[src/sv/tkd_pkg.sv]
// shared types, codes and constants of the terminal key decoder
package tkd_pkg;

   // decoder modes
   localparam logic [1:0] ModeGround = 2'd0;
   localparam logic [1:0] ModeEscape = 2'd1;
   localparam logic [1:0] ModeCsi    = 2'd2;
   localparam logic [1:0] ModeUtf8   = 2'd3;

   // key codes
   localparam logic [3:0] KeyChar  = 4'd0;
   localparam logic [3:0] KeyEsc   = 4'd1;
   localparam logic [3:0] KeyIntr  = 4'd2;
   localparam logic [3:0] KeyBksp  = 4'd3;
   localparam logic [3:0] KeyEnter = 4'd4;
   localparam logic [3:0] KeyTab   = 4'd5;
   localparam logic [3:0] KeyHome  = 4'd6;
   localparam logic [3:0] KeyEnd   = 4'd7;
   localparam logic [3:0] KeyLeft  = 4'd8;
   localparam logic [3:0] KeyRight = 4'd9;
   localparam logic [3:0] KeyUp    = 4'd10;
   localparam logic [3:0] KeyDown  = 4'd11;
   localparam logic [3:0] KeyDel   = 4'd12;
   localparam logic [3:0] KeyPgUp  = 4'd13;
   localparam logic [3:0] KeyPgDn  = 4'd14;

   // item kinds
   localparam logic KindByte    = 1'b0;
   localparam logic KindTimeout = 1'b1;

   // byte codes
   localparam logic [7:0] ByteEsc      = 8'h1B;
   localparam logic [7:0] ByteEtx      = 8'h03;
   localparam logic [7:0] ByteDel      = 8'h7F;
   localparam logic [7:0] ByteBs       = 8'h08;
   localparam logic [7:0] ByteCr       = 8'h0D;
   localparam logic [7:0] ByteLf       = 8'h0A;
   localparam logic [7:0] ByteTab      = 8'h09;
   localparam logic [7:0] ByteSoh      = 8'h01;
   localparam logic [7:0] ByteEnq      = 8'h05;
   localparam logic [7:0] ByteBracket  = 8'h5B;
   localparam logic [7:0] ByteFinalLo  = 8'h40;
   localparam logic [7:0] ByteFinalHi  = 8'h7E;
   localparam logic [7:0] ByteSpace    = 8'h20;
   localparam logic [7:0] ByteAsciiTop = 8'h7F;
   localparam logic [7:0] FinalUp      = 8'h41;
   localparam logic [7:0] FinalDown    = 8'h42;
   localparam logic [7:0] FinalRight   = 8'h43;
   localparam logic [7:0] FinalLeft    = 8'h44;
   localparam logic [7:0] FinalEnd     = 8'h46;
   localparam logic [7:0] FinalHome    = 8'h48;
   localparam logic [7:0] FinalTilde   = 8'h7E;
   localparam logic [7:0] ParamHome    = 8'h31;
   localparam logic [7:0] ParamDel     = 8'h33;
   localparam logic [7:0] ParamEnd     = 8'h34;
   localparam logic [7:0] ParamPgUp    = 8'h35;
   localparam logic [7:0] ParamPgDn    = 8'h36;

   // parameter count saturates here
   localparam logic [1:0] ParamCountMax = 2'd3;

   // output queue geometry
   localparam int QueueDepth   = 4;
   localparam int QueuePtrBits = $clog2(QueueDepth);
   localparam int QueueCntBits = $clog2(QueueDepth + 1);
   // the decoder can push two results in one cycle
   localparam int QueueRoomNeeded = 2;

   // one result item
   typedef struct packed {
      logic [3:0]  key;
      logic [31:0] text_bytes;
      logic [2:0]  text_length;
      logic        last;
   } tkd_result_type;

   // decoder state
   typedef struct packed {
      logic [1:0]  mode;
      logic [23:0] utf8_gathered;
      logic [2:0]  utf8_expected;
      logic [2:0]  utf8_count;
      logic [7:0]  param_first;
      logic [1:0]  param_count;
   } tkd_state_type;

   // results of one decoded item, first one in res_first
   typedef struct packed {
      logic [1:0]     count;
      tkd_result_type res_first;
      tkd_result_type res_second;
   } tkd_push_type;

   // output queue status toward the top level
   typedef struct packed {
      logic [QueueCntBits-1:0] count;
      logic                    has_room;
   } tkd_queue_status_type;

endpackage

[src/sv/tkd_stream_if.sv]
// valid/ready channels for input items and result items
interface tkd_req_if;
   logic       valid;
   logic       ready;
   logic       kind;
   logic [7:0] byte_value;

   modport source (output valid, output kind, output byte_value, input ready);
   modport sink   (input valid, input kind, input byte_value, output ready);
endinterface

interface tkd_rsp_if;
   logic        valid;
   logic        ready;
   logic [3:0]  key;
   logic [31:0] text_bytes;
   logic [2:0]  text_length;
   logic        last;

   modport source (output valid, output key, output text_bytes, output text_length,
                   output last, input ready);
   modport sink   (input valid, input key, input text_bytes, input text_length,
                   input last, output ready);
endinterface

[src/sv/tkd_decode.sv]
// next-state and result logic for one input item
module tkd_decode (
   input  tkd_pkg::tkd_state_type state,
   input  logic                   kind,
   input  logic [7:0]             byte_value,
   output tkd_pkg::tkd_state_type state_next,
   output tkd_pkg::tkd_push_type  push
);

   typedef struct packed {
      logic       emit;
      logic [3:0] key;
      logic [7:0] text;
      logic [2:0] len;
      logic       go_escape;
      logic       go_utf8;
      logic [2:0] lead_len;
   } ground_type;

   typedef struct packed {
      logic       hit;
      logic [3:0] key;
   } csi_type;

   // plain ground handling of one byte
   function automatic ground_type ground_byte(input logic [7:0] b);
      ground_type g;
      g = '0;
      if (b == tkd_pkg::ByteEsc) begin
         g.go_escape = 1'b1;
      end else if (b == tkd_pkg::ByteEtx) begin
         g.emit = 1'b1;
         g.key  = tkd_pkg::KeyIntr;
      end else if (b == tkd_pkg::ByteDel || b == tkd_pkg::ByteBs) begin
         g.emit = 1'b1;
         g.key  = tkd_pkg::KeyBksp;
      end else if (b == tkd_pkg::ByteCr || b == tkd_pkg::ByteLf) begin
         g.emit = 1'b1;
         g.key  = tkd_pkg::KeyEnter;
      end else if (b == tkd_pkg::ByteTab) begin
         g.emit = 1'b1;
         g.key  = tkd_pkg::KeyTab;
      end else if (b == tkd_pkg::ByteSoh) begin
         g.emit = 1'b1;
         g.key  = tkd_pkg::KeyHome;
      end else if (b == tkd_pkg::ByteEnq) begin
         g.emit = 1'b1;
         g.key  = tkd_pkg::KeyEnd;
      end else if (b < tkd_pkg::ByteSpace) begin
         g.emit = 1'b0;
      end else if (b inside {[tkd_pkg::ByteSpace:tkd_pkg::ByteAsciiTop]}) begin
         g.emit = 1'b1;
         g.key  = tkd_pkg::KeyChar;
         g.text = b;
         g.len  = 3'd1;
      end else if (b[7:5] == 3'b110) begin
         g.go_utf8  = 1'b1;
         g.lead_len = 3'd2;
      end else if (b[7:4] == 4'b1110) begin
         g.go_utf8  = 1'b1;
         g.lead_len = 3'd3;
      end else if (b[7:3] == 5'b11110) begin
         g.go_utf8  = 1'b1;
         g.lead_len = 3'd4;
      end
      return g;
   endfunction

   // final byte of a csi sequence to key
   function automatic csi_type csi_key(input logic [7:0] fin, input logic [7:0] pfirst,
                                       input logic [1:0] pcount);
      csi_type c;
      c.hit = 1'b1;
      c.key = tkd_pkg::KeyChar;
      case (fin)
         tkd_pkg::FinalLeft:  c.key = tkd_pkg::KeyLeft;
         tkd_pkg::FinalRight: c.key = tkd_pkg::KeyRight;
         tkd_pkg::FinalHome:  c.key = tkd_pkg::KeyHome;
         tkd_pkg::FinalEnd:   c.key = tkd_pkg::KeyEnd;
         tkd_pkg::FinalUp:    c.key = tkd_pkg::KeyUp;
         tkd_pkg::FinalDown:  c.key = tkd_pkg::KeyDown;
         tkd_pkg::FinalTilde: begin
            if (pcount != 2'd1) begin
               c.hit = 1'b0;
            end else begin
               case (pfirst)
                  tkd_pkg::ParamHome: c.key = tkd_pkg::KeyHome;
                  tkd_pkg::ParamEnd:  c.key = tkd_pkg::KeyEnd;
                  tkd_pkg::ParamDel:  c.key = tkd_pkg::KeyDel;
                  tkd_pkg::ParamPgUp: c.key = tkd_pkg::KeyPgUp;
                  tkd_pkg::ParamPgDn: c.key = tkd_pkg::KeyPgDn;
                  default:            c.hit = 1'b0;
               endcase
            end
         end
         default: c.hit = 1'b0;
      endcase
      return c;
   endfunction

   ground_type              g;
   csi_type                 c;
   logic                    run_ground;
   logic                    emit_esc;
   logic                    emit_main;
   tkd_pkg::tkd_result_type main_res;
   tkd_pkg::tkd_result_type esc_res;
   logic [1:0]              cnt;
   logic [2:0]              cnt_inc;
   logic [31:0]             utf8_text;

   // ground handling, csi lookup and utf8 gather for the current byte
   always_comb begin
      g         = ground_byte(byte_value);
      c         = csi_key(byte_value, state.param_first, state.param_count);
      cnt       = state.utf8_count[1:0];
      cnt_inc   = {1'b0, cnt} + 3'd1;
      utf8_text = {8'd0, state.utf8_gathered} | ({24'd0, byte_value} << {cnt, 3'b000});
   end

   // mode transitions and result selection
   always_comb begin
      state_next = state;
      run_ground = 1'b0;
      emit_esc   = 1'b0;
      emit_main  = 1'b0;
      main_res   = '0;
      esc_res    = '0;
      esc_res.key = tkd_pkg::KeyEsc;

      if (kind == tkd_pkg::KindTimeout) begin
         if (state.mode == tkd_pkg::ModeEscape) begin
            emit_esc        = 1'b1;
            state_next.mode = tkd_pkg::ModeGround;
         end
      end else begin
         case (state.mode)
            tkd_pkg::ModeGround: begin
               run_ground = 1'b1;
            end
            tkd_pkg::ModeEscape: begin
               if (byte_value == tkd_pkg::ByteBracket) begin
                  state_next.mode        = tkd_pkg::ModeCsi;
                  state_next.param_first = '0;
                  state_next.param_count = '0;
               end else begin
                  state_next.mode = tkd_pkg::ModeGround;
                  emit_esc        = 1'b1;
                  run_ground      = 1'b1;
               end
            end
            tkd_pkg::ModeCsi: begin
               if (byte_value inside {[tkd_pkg::ByteFinalLo:tkd_pkg::ByteFinalHi]}) begin
                  emit_main              = c.hit;
                  main_res.key           = c.key;
                  state_next.mode        = tkd_pkg::ModeGround;
                  state_next.param_first = '0;
                  state_next.param_count = '0;
               end else begin
                  if (state.param_count == 2'd0) begin
                     state_next.param_first = byte_value;
                  end
                  if (state.param_count < tkd_pkg::ParamCountMax) begin
                     state_next.param_count = state.param_count + 2'd1;
                  end
               end
            end
            default: begin
               if (byte_value[7:6] != 2'b10) begin
                  // broken sequence: drop it and take the byte afresh
                  state_next.mode          = tkd_pkg::ModeGround;
                  state_next.utf8_gathered = '0;
                  state_next.utf8_expected = '0;
                  state_next.utf8_count    = '0;
                  run_ground               = 1'b1;
               end else if (cnt_inc >= state.utf8_expected) begin
                  emit_main                = 1'b1;
                  main_res.key             = tkd_pkg::KeyChar;
                  main_res.text_bytes      = utf8_text;
                  main_res.text_length     = cnt_inc;
                  state_next.mode          = tkd_pkg::ModeGround;
                  state_next.utf8_gathered = '0;
                  state_next.utf8_expected = '0;
                  state_next.utf8_count    = '0;
               end else begin
                  state_next.utf8_gathered = utf8_text[23:0];
                  state_next.utf8_count    = cnt_inc;
               end
            end
         endcase
      end

      // shared ground path
      if (run_ground) begin
         emit_main            = g.emit;
         main_res.key         = g.key;
         main_res.text_bytes  = {24'd0, g.text};
         main_res.text_length = g.len;
         if (g.go_escape) begin
            state_next.mode = tkd_pkg::ModeEscape;
         end
         if (g.go_utf8) begin
            state_next.mode          = tkd_pkg::ModeUtf8;
            state_next.utf8_gathered = {16'd0, byte_value};
            state_next.utf8_expected = g.lead_len;
            state_next.utf8_count    = 3'd1;
         end
      end
   end

   // pack results in order, last marks the final one
   always_comb begin
      push            = '0;
      push.count      = {1'b0, emit_esc} + {1'b0, emit_main};
      push.res_second = main_res;
      push.res_first  = emit_esc ? esc_res : main_res;
      if (emit_esc && emit_main) begin
         push.res_second.last = 1'b1;
      end else begin
         push.res_first.last = 1'b1;
      end
   end

endmodule

[src/sv/tkd_out_queue.sv]
// result queue taking up to two results per cycle, giving one whenever rsp_if is ready
module tkd_out_queue (
   input  logic                          clock,
   input  logic                          reset,
   input  tkd_pkg::tkd_push_type         push,
   tkd_rsp_if.source                     rsp_if,
   output tkd_pkg::tkd_queue_status_type status
);

   localparam int PtrBits = tkd_pkg::QueuePtrBits;
   localparam int CntBits = tkd_pkg::QueueCntBits;

   tkd_pkg::tkd_result_type entry_ff [tkd_pkg::QueueDepth];
   logic [PtrBits-1:0]      wr_ptr_ff;
   logic [PtrBits-1:0]      wr_ptr_in;
   logic [PtrBits-1:0]      rd_ptr_ff;
   logic [PtrBits-1:0]      rd_ptr_in;
   logic [CntBits-1:0]      count_ff;
   logic [CntBits-1:0]      count_in;
   logic [PtrBits-1:0]      wr_ptr_next;
   logic                    pop;

   // head of queue drives the result channel
   assign rsp_if.valid       = (count_ff != '0);
   assign rsp_if.key         = entry_ff[rd_ptr_ff].key;
   assign rsp_if.text_bytes  = entry_ff[rd_ptr_ff].text_bytes;
   assign rsp_if.text_length = entry_ff[rd_ptr_ff].text_length;
   assign rsp_if.last        = entry_ff[rd_ptr_ff].last;

   assign pop         = rsp_if.valid && rsp_if.ready;
   assign wr_ptr_next = wr_ptr_ff + PtrBits'(1);

   assign status.count    = count_ff;
   assign status.has_room =
      (count_ff <= CntBits'(tkd_pkg::QueueDepth - tkd_pkg::QueueRoomNeeded));

   // pointer and fill count update
   always_comb begin
      wr_ptr_in = wr_ptr_ff + PtrBits'(push.count);
      rd_ptr_in = rd_ptr_ff + PtrBits'(pop);
      count_in  = count_ff + CntBits'(push.count) - CntBits'(pop);
   end

   always_ff @(posedge clock) begin
      if (reset) begin
         wr_ptr_ff <= '0;
         rd_ptr_ff <= '0;
         count_ff  <= '0;
      end else begin
         wr_ptr_ff <= wr_ptr_in;
         rd_ptr_ff <= rd_ptr_in;
         count_ff  <= count_in;
      end
   end

   // entry writes, no reset on payload
   always_ff @(posedge clock) begin
      if (push.count != 2'd0) begin
         entry_ff[wr_ptr_ff] <= push.res_first;
      end
      if (push.count == 2'd2) begin
         entry_ff[wr_ptr_next] <= push.res_second;
      end
   end

endmodule

[src/sv/terminal_key_decoder_core.sv]
// terminal key decoder: control bytes, lone esc, csi sequences and utf8 to key events
// an item waits in the input stage, then is decoded into the result queue feeding rsp_if
// throughput: one item per cycle while each item gives at most one result and rsp_if drains;
// an item that gives two results (esc then a byte) queues both for rsp_if in order
// reset: synchronous, active high; clears the decoder state to ground, the input stage
// and the four-entry result queue
module terminal_key_decoder_core (
   input  logic      clock,
   input  logic      reset,
   tkd_req_if.sink   req_if,
   tkd_rsp_if.source rsp_if
);

   logic                          in_valid_ff;
   logic                          in_valid_in;
   logic                          in_kind_ff;
   logic [7:0]                    in_byte_ff;
   logic                          fire;
   tkd_pkg::tkd_state_type        state_ff;
   tkd_pkg::tkd_state_type        state_in;
   tkd_pkg::tkd_state_type        state_next;
   tkd_pkg::tkd_push_type         dec_push;
   tkd_pkg::tkd_push_type         push;
   tkd_pkg::tkd_queue_status_type q_status;

   // decode the held item once the queue has room for two results
   assign fire         = in_valid_ff && q_status.has_room;
   assign req_if.ready = !in_valid_ff || fire;

   always_comb begin
      in_valid_in = (req_if.valid && req_if.ready) || (in_valid_ff && !fire);
      state_in    = fire ? state_next : state_ff;
      push        = fire ? dec_push : '0;
   end

   // input stage
   always_ff @(posedge clock) begin
      if (reset) begin
         in_valid_ff <= 1'b0;
      end else begin
         in_valid_ff <= in_valid_in;
      end
   end

   always_ff @(posedge clock) begin
      if (req_if.valid && req_if.ready) begin
         in_kind_ff <= req_if.kind;
         in_byte_ff <= req_if.byte_value;
      end
   end

   // decoder state, all zeros is ground mode with empty bookkeeping
   always_ff @(posedge clock) begin
      if (reset) begin
         state_ff <= '0;
      end else begin
         state_ff <= state_in;
      end
   end

   tkd_decode u_decode (
      .state      (state_ff),
      .kind       (in_kind_ff),
      .byte_value (in_byte_ff),
      .state_next (state_next),
      .push       (dec_push)
   );

   tkd_out_queue u_out_queue (
      .clock  (clock),
      .reset  (reset),
      .push   (push),
      .rsp_if (rsp_if),
      .status (q_status)
   );

`ifndef SYNTHESIS
   // the queue never overfills
   assert property (@(posedge clock) disable iff (reset)
      q_status.count <= tkd_pkg::QueueCntBits'(tkd_pkg::QueueDepth))
      else $error("result queue overflow");

   // utf8 bookkeeping is clear whenever no utf8 sequence is open
   assert property (@(posedge clock) disable iff (reset)
      (state_ff.mode != tkd_pkg::ModeUtf8) |->
         (state_ff.utf8_count == '0 && state_ff.utf8_expected == '0))
      else $error("stale utf8 state outside utf8 mode");

   // an open utf8 sequence has gathered at least one byte and is not yet complete
   assert property (@(posedge clock) disable iff (reset)
      (state_ff.mode == tkd_pkg::ModeUtf8) |->
         (state_ff.utf8_count != '0 && state_ff.utf8_count < state_ff.utf8_expected))
      else $error("utf8 gather count out of range");

   // a held item that cannot be decoded keeps the decoder state unchanged
   assert property (@(posedge clock) disable iff (reset)
      (in_valid_ff && !q_status.has_room) |=> $stable(state_ff))
      else $error("decoder state moved while stalled");
`endif

endmodule
[src/flat_wrapper.sv]
// flat-port wrapper written by rule: the top's interface ports become plain ports
module terminal_key_decoder_core_flat 
  (clock, reset, req_if_valid, req_if_kind, req_if_byte_value, req_if_ready, rsp_if_valid, rsp_if_key, rsp_if_text_bytes, rsp_if_text_length, rsp_if_last, rsp_if_ready);
  tkd_req_if req_if_i ();
  tkd_rsp_if rsp_if_i ();
  input  logic clock;
  input  logic reset;
  input wire logic [$bits(req_if_i.valid)-1:0] req_if_valid;
  input wire logic [$bits(req_if_i.kind)-1:0] req_if_kind;
  input wire logic [$bits(req_if_i.byte_value)-1:0] req_if_byte_value;
  output wire logic [$bits(req_if_i.ready)-1:0] req_if_ready;
  output wire logic [$bits(rsp_if_i.valid)-1:0] rsp_if_valid;
  output wire logic [$bits(rsp_if_i.key)-1:0] rsp_if_key;
  output wire logic [$bits(rsp_if_i.text_bytes)-1:0] rsp_if_text_bytes;
  output wire logic [$bits(rsp_if_i.text_length)-1:0] rsp_if_text_length;
  output wire logic [$bits(rsp_if_i.last)-1:0] rsp_if_last;
  input wire logic [$bits(rsp_if_i.ready)-1:0] rsp_if_ready;
  assign req_if_i.valid = req_if_valid;
  assign req_if_i.kind = req_if_kind;
  assign req_if_i.byte_value = req_if_byte_value;
  assign req_if_ready = req_if_i.ready;
  assign rsp_if_valid = rsp_if_i.valid;
  assign rsp_if_key = rsp_if_i.key;
  assign rsp_if_text_bytes = rsp_if_i.text_bytes;
  assign rsp_if_text_length = rsp_if_i.text_length;
  assign rsp_if_last = rsp_if_i.last;
  assign rsp_if_i.ready = rsp_if_ready;
  terminal_key_decoder_core u_core (.clock(clock), .reset(reset), .req_if(req_if_i), .rsp_if(rsp_if_i));
endmodule
[config.mk]
export PLATFORM = sky130hd
export DESIGN_NAME = terminal_key_decoder_core_flat
export DESIGN_NICKNAME = d
export VERILOG_FILES = /design/src/sv/tkd_pkg.sv /design/src/sv/tkd_stream_if.sv /design/src/sv/tkd_decode.sv /design/src/sv/tkd_out_queue.sv /design/src/sv/terminal_key_decoder_core.sv /design/src/flat_wrapper.sv
export SDC_FILE = /design/constraint.sdc
export NUM_CORES = 1
export LEC_CHECK = 0
export BUFFER_PORTS_ARGS = -buffer_cell sky130_fd_sc_hd__buf_4
export CORE_MARGIN = 2
export CORE_UTILIZATION = 25
export DETAILED_ROUTE_END_ITERATION = 6
export GPL_TIMING_DRIVEN = 0
export PLACE_DENSITY_LB_ADDON = 0.3
export SYNTH_ARGS = -nofsm -noshare
export SYNTH_HDL_FRONTEND = slang
export SYNTH_HIERARCHICAL = 1
export SYNTH_SLANG_ARGS = --single-unit
[constraint.sdc]
create_clock -name clock -period 5.3 [get_ports clock]
set_clock_uncertainty 0.15 [all_clocks]
set_input_delay 0.53 -clock clock [delete_from_list [all_inputs] [get_ports clock]]
set_output_delay 0.53 -clock clock [all_outputs]
set_load 0.01 [all_outputs]
==> run metrics, run 1 <==
run status=complete, no violations; max-slew violations=0; Clock Tree Buf Depth=3; Final setup viols=0; DR vias=9537; CP most frequent cell=ha_1; slowest CP cell=dfxtp_1; row count=83; CTS Buf Count=25; setup tns final=0 ps; Starting Density=25.4%; Crit path max-delay family=compound AO/OA/AOI/OAI gates; buffers and inverters on the worst path=4; vias per cell=approximately 5.0; YS warnings=6; maximum VDD drop=roughly 0.21 mV; die area=between 0.05 and 0.06 sq mm; data arrival time of the worst path=5080 ps; Peak Freq=200 MHz; Post-CTS Setup Inserts=0; total grt overflow=0; I/O pins=55; CP cell instances=ha_1 -> ha_1 -> a21oi_1 -> o21a_1 -> nand2b_1 -> clkbuf_1 -> a311oi_1 -> ha_1 -> and3_1 -> buf_2 -> or3b_2 -> a21oi_4 -> buf_16 -> buf_12; H-tree Lvls=1; RSZ-0062 raised after global routing=false; slew margin rel.=29.2%; Hold Violations, Final=0; vias in the first global route=9534; Chip Width=233 microns; nets@finish=~1.2k; actual slew at the worst max-slew pin=1050 ps; Max FO, Critical Path=20; hpwl dp=27.3 mm; Post-Syn Instances=1113; layout cells sized above 1=between 30% and 40%; Die Ht=233 microns; DRT Wirelength=38.7 mm; Final Non-Filler Cells=1903; slowest stage delay, CP=540 ps; crit share post-route=between 90% and 100%; Pwr Total=4.56 mW; minimum clock period=5000 ps; Root Buffer Master=clkbuf_16; Worst Setup Start Kind=register; largest net degree at the start of global routing=22; CTS Sinks=218; Reg clk slew, reported paths=60 ps; core box area=0.0515 sq mm; Final GP Congestion=0.858; crit path capture type=register; required time worst endpoint=~5400 ps; GR Util All Layers=~14%; first-pass GRT wire length=about 59 mm; CTS tree=yes; Remaining DRCs=0; P_leak=approximately 5.7 nW; syn avg cell area=11.7 sq um; diode count=0; placed insts=1854; mapped cell area=0.0131 sq mm; 1st-pass router iterations=6; Area growth, synth to finish=16.9%; DR iter-0 viols=715; Max Cap Violations=0; initial antenna violation count=0; Worst-Skew Late Latency=540 ps; I/O Buffers=54; post-route ant nets=0; PD cells=299 mW/mm^2; Avg WL per Cell=approximately 20 microns; worst setup path class=register to register; Hold WC Path Type=input pin to register
[cell usage in the layout, fill, tap and decap left out, types with 14 or more instances in the layout]
cell       instances
a21bo_1           16
a21bo_2           25
a21oi_1           89
a22o_1            15
and2_1            19
and3_1            85
buf_2             40
buf_4             63
clkbuf_1          53
clkbuf_16         25
dfxtp_1           49
edfxtp_1         169
inv_1             14
mux2_1            31
mux2_2           131
mux4_2            40
nand2_1           23
nand3_1           46
nor2_1            41
nor3_1            57
[final timing paths]
kind	slack (ps)	endpoint	cells past startpoint	from
worst max-delay path	300	u_core/u_out_queue/entry_ff[2][16]$_DFFE_PP_	14	u_core/state_ff[10]$_SDFFE_PP0P_
worst min-delay path	30	u_core/in_byte_ff[1]$_DFFE_PP_	1	req_if_byte_value[1]
worst max register to register	300	u_core/u_out_queue/entry_ff[2][16]$_DFFE_PP_	14	u_core/state_ff[10]$_SDFFE_PP0P_
worst min register to register	430	u_core/state_ff[4]$_SDFFE_PP0P_	2	u_core/state_ff[4]$_SDFFE_PP0P_
[power breakdown]
part           internal [mW]  switching, mW
Clock                  0.916          0.698
Sequential              1.87         0.0266
Combinational          0.433          0.623
Total                   3.22           1.35
[sequential cells by signal, indices dropped and copies added (netlist names)]
name / cells
u_core/in_byte_ff: 8
u_core/in_kind_ff: 1
u_core/in_valid_ff: 1
u_core/state_ff: 41
u_core/u_out_queue/count_ff: 3
u_core/u_out_queue/entry_ff: 160
u_core/u_out_queue/rd_ptr_ff: 2
u_core/u_out_queue/wr_ptr_ff: 2
[per-layer routing]
layer | vias to the layer above | share of wire [%] | global-route usage, %
met2 | 269 | 49 | 24.4
met1 | 4755 | 43 | 18.3
met4 | 0 | 2.9 | 5.12
met5 | - | 0 | 0
met3 | 65 | 5.0 | 1.46
li1 | 4448 | - | -
[metrics by stage]
step           cell area, sq um  hold WS, ps  setup slack [ps]  util (%)
3_3_place_gp              14300          410             -2850      27.8
3_5_place_dp              14500          423               170      28.1
4_1_cts                   15300        0.994               152      29.6
2_1_floorplan             13100          396              75.6         -
6_report                  15300         27.7               299      29.7
5_1_grt                   15300         8.97              59.4      29.7
[area by class of cell]
| type | count | area [sq um] |
|---|---|---|
| Fill cell | 5315 | 36200 |
| Multi-Input combinational cell | 770 | 6420 |
| Sequential cell | 218 | 6060 |
| Tap cell | 680 | 851 |
| Clock buffer | 35 | 663 |
| Timing Repair Buffer | 64 | 581 |
| Buffer | 111 | 572 |
| Clock inverter | 10 | 72.6 |
| Inverter | 15 | 56.3 |
[timing repair]
| action | in CTS | in global routing |
|---|---|---|
| gates resized for setup | 0 | 5 |
| endpoints found under the hold margin | 4 | 0 |
| setup endpoints to repair | 0 | 20 |
| hold buffers | 4 | 0 |
Note: power is estimated with default switching activity, not from simulation.
==> inputs of run 2 (changes only) <==
--- a/config.mk
+++ b/config.mk
@@ -10,6 +10,7 @@
 export CORE_UTILIZATION = 25
 export DETAILED_ROUTE_END_ITERATION = 6
 export GPL_TIMING_DRIVEN = 0
+export HOLD_SLACK_MARGIN = 0.1
 export PLACE_DENSITY_LB_ADDON = 0.3
 export SYNTH_ARGS = -nofsm -noshare
 export SYNTH_HDL_FRONTEND = slang
==> constraint.sdc (replaced) <==
create_clock -name clock -period 5.3 [get_ports clock]
set_clock_uncertainty 0.15 [all_clocks]
set_input_delay 0.53 -clock clock [delete_from_list [all_inputs] [get_ports clock]]
set_output_delay 0.53 -clock clock [all_outputs]
set_load 0.02 [all_outputs]
==> run metrics, run 2 (synthesis gave the netlist of run 1 again) <==
run status=complete, no violations; CTS tree=yes; Max Cap Violations=0; Worst Hold Depth=3; Hold Violations, Final=0; row count=83; vias in the first global route=9585; Worst Setup Start Kind=register; DRT Wirelength=38.7 mm; Die Ht=233 microns; Final setup viols=0; DP Area=0.0145 sq mm; Post-Layout Inst Area=0.0153 sq mm; most common cell after layout, fill and taps aside=edfxtp_1; Post-CTS Setup Inserts=0; minimum clock period=approximately 5100 ps; Regs by FF count=u_core/u_out_queue/entry_ff: 160 flops, u_core/state_ff: 41 flops, u_core/in_byte_ff: 8 flops; Place WS=between 150 and 200 ps; slew margin rel.=between 30% and 40%; layout cells sized above 1=30.5%; Worst-Skew Late Latency=550 ps; Avg WL per Cell=20.3 microns; CTS Buf Count=25; core box area=0.0515 sq mm; total grt overflow=0; first-pass GRT wire length=58.9 mm; GR Util All Layers=14.2%; CTS Sinks=218; vias per cell=roughly 5.0; RSZ-0062 raised after global routing=false; required time worst endpoint=5380 ps; P_leak=5.69 nW; Root Buffer Master=clkbuf_16; die area=0.0541 sq mm; setup tns final=0 ps; maximum VDD drop=0.213 mV; I/O Buffers=54; max reg flops=160; most frequent cells in the layout=169 x edfxtp_1, 131 x mux2_2, 89 x a21oi_1; initial antenna violation count=0; Chip Width=233 microns; Hold WC Path Type=input pin to register; hpwl dp=27.3 mm; Worst Reg-to-Reg Cells=14; Max FO, Critical Path=20; DR vias=roughly 9.5k; PD cells=302 mW/mm^2; Final GP Congestion=0.858; Most flops, register=u_core/u_out_queue/entry_ff; Reg clk slew, reported paths=60 ps; fillers=5312; Starting Density=25.4%; diode count=0; I/O pins=55; 1st-pass router iterations=5; max-slew violations=0; DR iter-0 viols=between 700 and 800; Area growth, synth to finish=17.5%; crit share post-route=95.8%; post-route ant nets=0; H-tree Lvls=1; largest net degree at the start of global routing=22; final worst setup slack=223 ps; actual slew at the worst max-slew pin=1010 ps; Peak Freq=197 MHz; Clock Tree Buf Depth=3; crit path capture type=register; nets@finish=1238; data arrival time of the worst path=just over 5000 ps; worst setup path class=register to register; Remaining DRCs=0
run 2: through the flow:
step                utilization (%)  hold WS, ps  total power [mW]  std cells
finish                         29.8          273              4.63       1910
global route                   29.8          260              4.82       1910
CTS                            29.8          243              4.69       1910
detailed placement             28.1          423              3.06       1854
global placement               27.8          410              3.05       1848
floorplan                         -          396              2.64       1114
run 2: per-layer routing:
| layer | part of all wire, % | vias up | GRT usage, % |
|---|---|---|---|
| met3 | 4.2 | 63 | 1.42 |
| met2 | 49 | 235 | 24.4 |
| li1 | - | 4466 | - |
| met1 | 43 | 4782 | 18.3 |
| met5 | 0 | - | 0 |
| met4 | 2.9 | 0 | 5.12 |
run 2: power breakdown:
group	switching, mW	leakage (nW)	internal (mW)
registers	0.0265	2.03	1.87
clock network	0.701	0.356	0.916
logic	0.684	3.31	0.439
run 2: what timing repair did:
action | 4_1_cts | 5_1_grt
gates resized for setup | 0 | 5
hold endpoints to repair | 15 | 0
hold buffers | 11 | 0
setup endpoints to repair | 0 | 20
run 2: final cells by class:
class                           instances  area, sq um  share of cell area (%)
Clock buffer                           35          663                    4.32
Tap cell                              680          851                    5.54
Timing Repair Buffer                   71          651                    4.24
Multi-Input combinational cell        770         6420                    41.9
Inverter                               15         56.3                   0.367
Clock inverter                         10         72.6                   0.473
Sequential cell                       218         6060                    39.5
Buffer                                111          572                    3.73
run 2: critical path, cell delays in order (launching register included):
cell and delay, ps:
dfxtp_1 540, ha_1 310, ha_1 270, a21oi_1 230, o21a_1 230, nand2b_1 150
clkbuf_1 480, a311oi_1 240, ha_1 320, and3_1 260, buf_2 200, or3b_2 510
a21oi_4 440, buf_16 220, buf_12 190
run 2: worst paths after layout:
kind	startpoint	to	slack [ps]
worst min-delay path	rsp_if_ready	u_core/u_out_queue/rd_ptr_ff[0]$_SDFF_PP0_	270
worst min register to register	u_core/state_ff[4]$_SDFFE_PP0P_	u_core/state_ff[4]$_SDFFE_PP0P_	430
worst max-delay path	u_core/state_ff[10]$_SDFFE_PP0P_	u_core/u_out_queue/entry_ff[2][16]$_DFFE_PP_	220
worst max register to register	u_core/state_ff[10]$_SDFFE_PP0P_	u_core/u_out_queue/entry_ff[2][16]$_DFFE_PP_	220
==> inputs of run 3 (changes only) <==
--- a/config.mk
+++ b/config.mk
@@ -11,6 +11,7 @@
 export DETAILED_ROUTE_END_ITERATION = 6
 export GPL_TIMING_DRIVEN = 0
 export HOLD_SLACK_MARGIN = 0.1
+export MAX_ROUTING_LAYER = met4
 export PLACE_DENSITY_LB_ADDON = 0.3
 export SYNTH_ARGS = -nofsm -noshare
 export SYNTH_HDL_FRONTEND = slang
==> run metrics, run 3 (synthesis gave the netlist of run 1 again) <==
run status=complete, no violations; maximum VDD drop=~0.22 mV; CTS Buf Count=25; Area growth, synth to finish=17.5%; DP Area=0.0145 sq mm; vias per cell=4.98; most common cell after layout, fill and taps aside=edfxtp_1; crit path capture type=register; Die Ht=233 microns; Hold Violations, Final=0; RSZ-0062 raised after global routing=false; Max FO, Critical Path=20; Clock Tree Buf Depth=3; initial antenna violation count=0; Place WS=170 ps; Worst Reg-to-Reg Cells=14; P_leak=5.69 nW; Crit Reg-Reg Endpoint=u_core/u_out_queue/entry_ff[2][16]$_DFFE_PP_; CTS Sinks=218; Most flops, register=u_core/u_out_queue/entry_ff; first-pass GRT wire length=58.8 mm; Starting Density=about a quarter; Post-Layout Inst Area=0.0153 sq mm; worst setup path class=register to register; Max Cap Violations=0; Worst Setup Start Kind=register; final worst setup slack=259 ps; Peak Freq=around 200 MHz; PD cells=302 mW/mm^2; required time worst endpoint=5380 ps; Reg2Reg Setup Slack=~260 ps; Chip Width=between 200 and 250 microns; Hold WC Path Type=input pin to register; layout cells sized above 1=30.5%; diode count=0; most frequent cells in the layout=169 x edfxtp_1, 131 x mux2_2, 89 x a21oi_1; DR vias=9507; Final GP Congestion=around 0.87; Regs by FF count=u_core/u_out_queue/entry_ff: 160 flops, u_core/state_ff: 41 flops, u_core/in_byte_ff: 8 flops; final core utilization=29.8%; crit share post-route=95.1%; GR Util All Layers=14.6%; minimum clock period=5040 ps; nets@finish=1238; register area=0.00606 sq mm; Worst Hold Depth=3; largest net degree at the start of global routing=22; setup tns final=0 ps; 1st-pass router iterations=7; hpwl dp=around 27 mm; CTS tree=yes; FF-to-FF Start=u_core/state_ff[10]$_SDFFE_PP0P_; Hold EP=u_core/u_out_queue/rd_ptr_ff[0]$_SDFF_PP0_; DRT Wirelength=38.7 mm; Worst-Skew Late Latency=540 ps; fillers=5312; max-slew violations=0; hold wc startpoint=rsp_if_ready; multi-input logic area=approximately 0.0064 sq mm; data arrival time of the worst path=around 5000 ps; vias in the first global route=~9.6k; Post-CTS Setup Inserts=0; Pwr Total=4.63 mW; Final setup viols=0; placed insts=between 1.5k and 2k; Reg clk slew, reported paths=60 ps; row count=83; Hold WS=274 ps; Remaining DRCs=0; total grt overflow=0; post-route ant nets=0; slew margin rel.=a little under a third; Root Buffer Master=clkbuf_16; die area=between 0.05 and 0.06 sq mm; core box area=0.0515 sq mm; DR iter-0 viols=806; I/O Buffers=54; H-tree Lvls=1; actual slew at the worst max-slew pin=around 1000 ps; max reg flops=160; I/O pins=55; Avg WL per Cell=20.2 microns; Final Non-Filler Cells=1910
## run 3: cell counts in the layout (fill, tap and decap cells not counted)
No cell type changed its count.
## run 3: per-layer routing
| metal | vias to the layer above | share of wire (%) | global-route usage, % |
|---|---|---|---|
| li1 | 4469 | - | - |
| met1 | 4701 | 43 | 18.4 |
| met2 | 269 | 49 | 24.4 |
| met3 | 68 | 4.5 | 1.37 |
| met4 | 0 | 3.1 | 5.12 |
| met5 | - | 0 | - |
## run 3: timing repair
item | CTS | global route
endpoints found under the hold margin | 15 | 0
gates resized for setup | 0 | 5
endpoints found under the setup margin | 0 | 20
hold buffers | 11 | 0
## run 3: cell type report
class	instances	share of cell area, %
buffer	111	3.73
clock buffer	35	4.32
clock inverter	10	0.473
inverter	15	0.367
multi-input combinational	770	41.9
sequential	218	39.5
tap	680	5.54
timing repair buffer	71	4.24
## run 3: worst max-delay path by stage
stage,end,from,depth (start not counted),slack [ps]
after floorplan,u_core/u_out_queue/entry_ff[0][0]$_DFFE_PP_,u_core/state_ff[10]$_SDFFE_PP0P_,12,80
after global placement,u_core/u_out_queue/entry_ff[0][14]$_DFFE_PP_,u_core/in_byte_ff[0]$_DFFE_PP_,11,-2850
after detailed placement,u_core/u_out_queue/entry_ff[2][16]$_DFFE_PP_,u_core/in_byte_ff[0]$_DFFE_PP_,13,170
after CTS,u_core/u_out_queue/entry_ff[2][26]$_DFFE_PP_,u_core/in_byte_ff[0]$_DFFE_PP_,13,150
after global routing,u_core/u_out_queue/entry_ff[2][26]$_DFFE_PP_,u_core/in_byte_ff[4]$_DFFE_PP_,12,60
final,u_core/u_out_queue/entry_ff[2][16]$_DFFE_PP_,u_core/state_ff[10]$_SDFFE_PP0P_,14,260
## run 3: worst max-delay path, cell delays in order (launching register included)
cell and delay (ps):
dfxtp_1 540, ha_1 310, ha_1 270, a21oi_1 220, o21a_1 230, nand2b_1 150
clkbuf_1 460, a311oi_1 230, ha_1 320, and3_1 260, buf_2 200, or3b_2 510
a21oi_4 440, buf_16 220, buf_12 190
## run 3: power by group
group | internal [mW] | switching, mW | leakage, nW
clock network | 0.916 | 0.700 | 0.356
registers | 1.87 | 0.0265 | 2.03
logic | 0.439 | 0.684 | 3.31
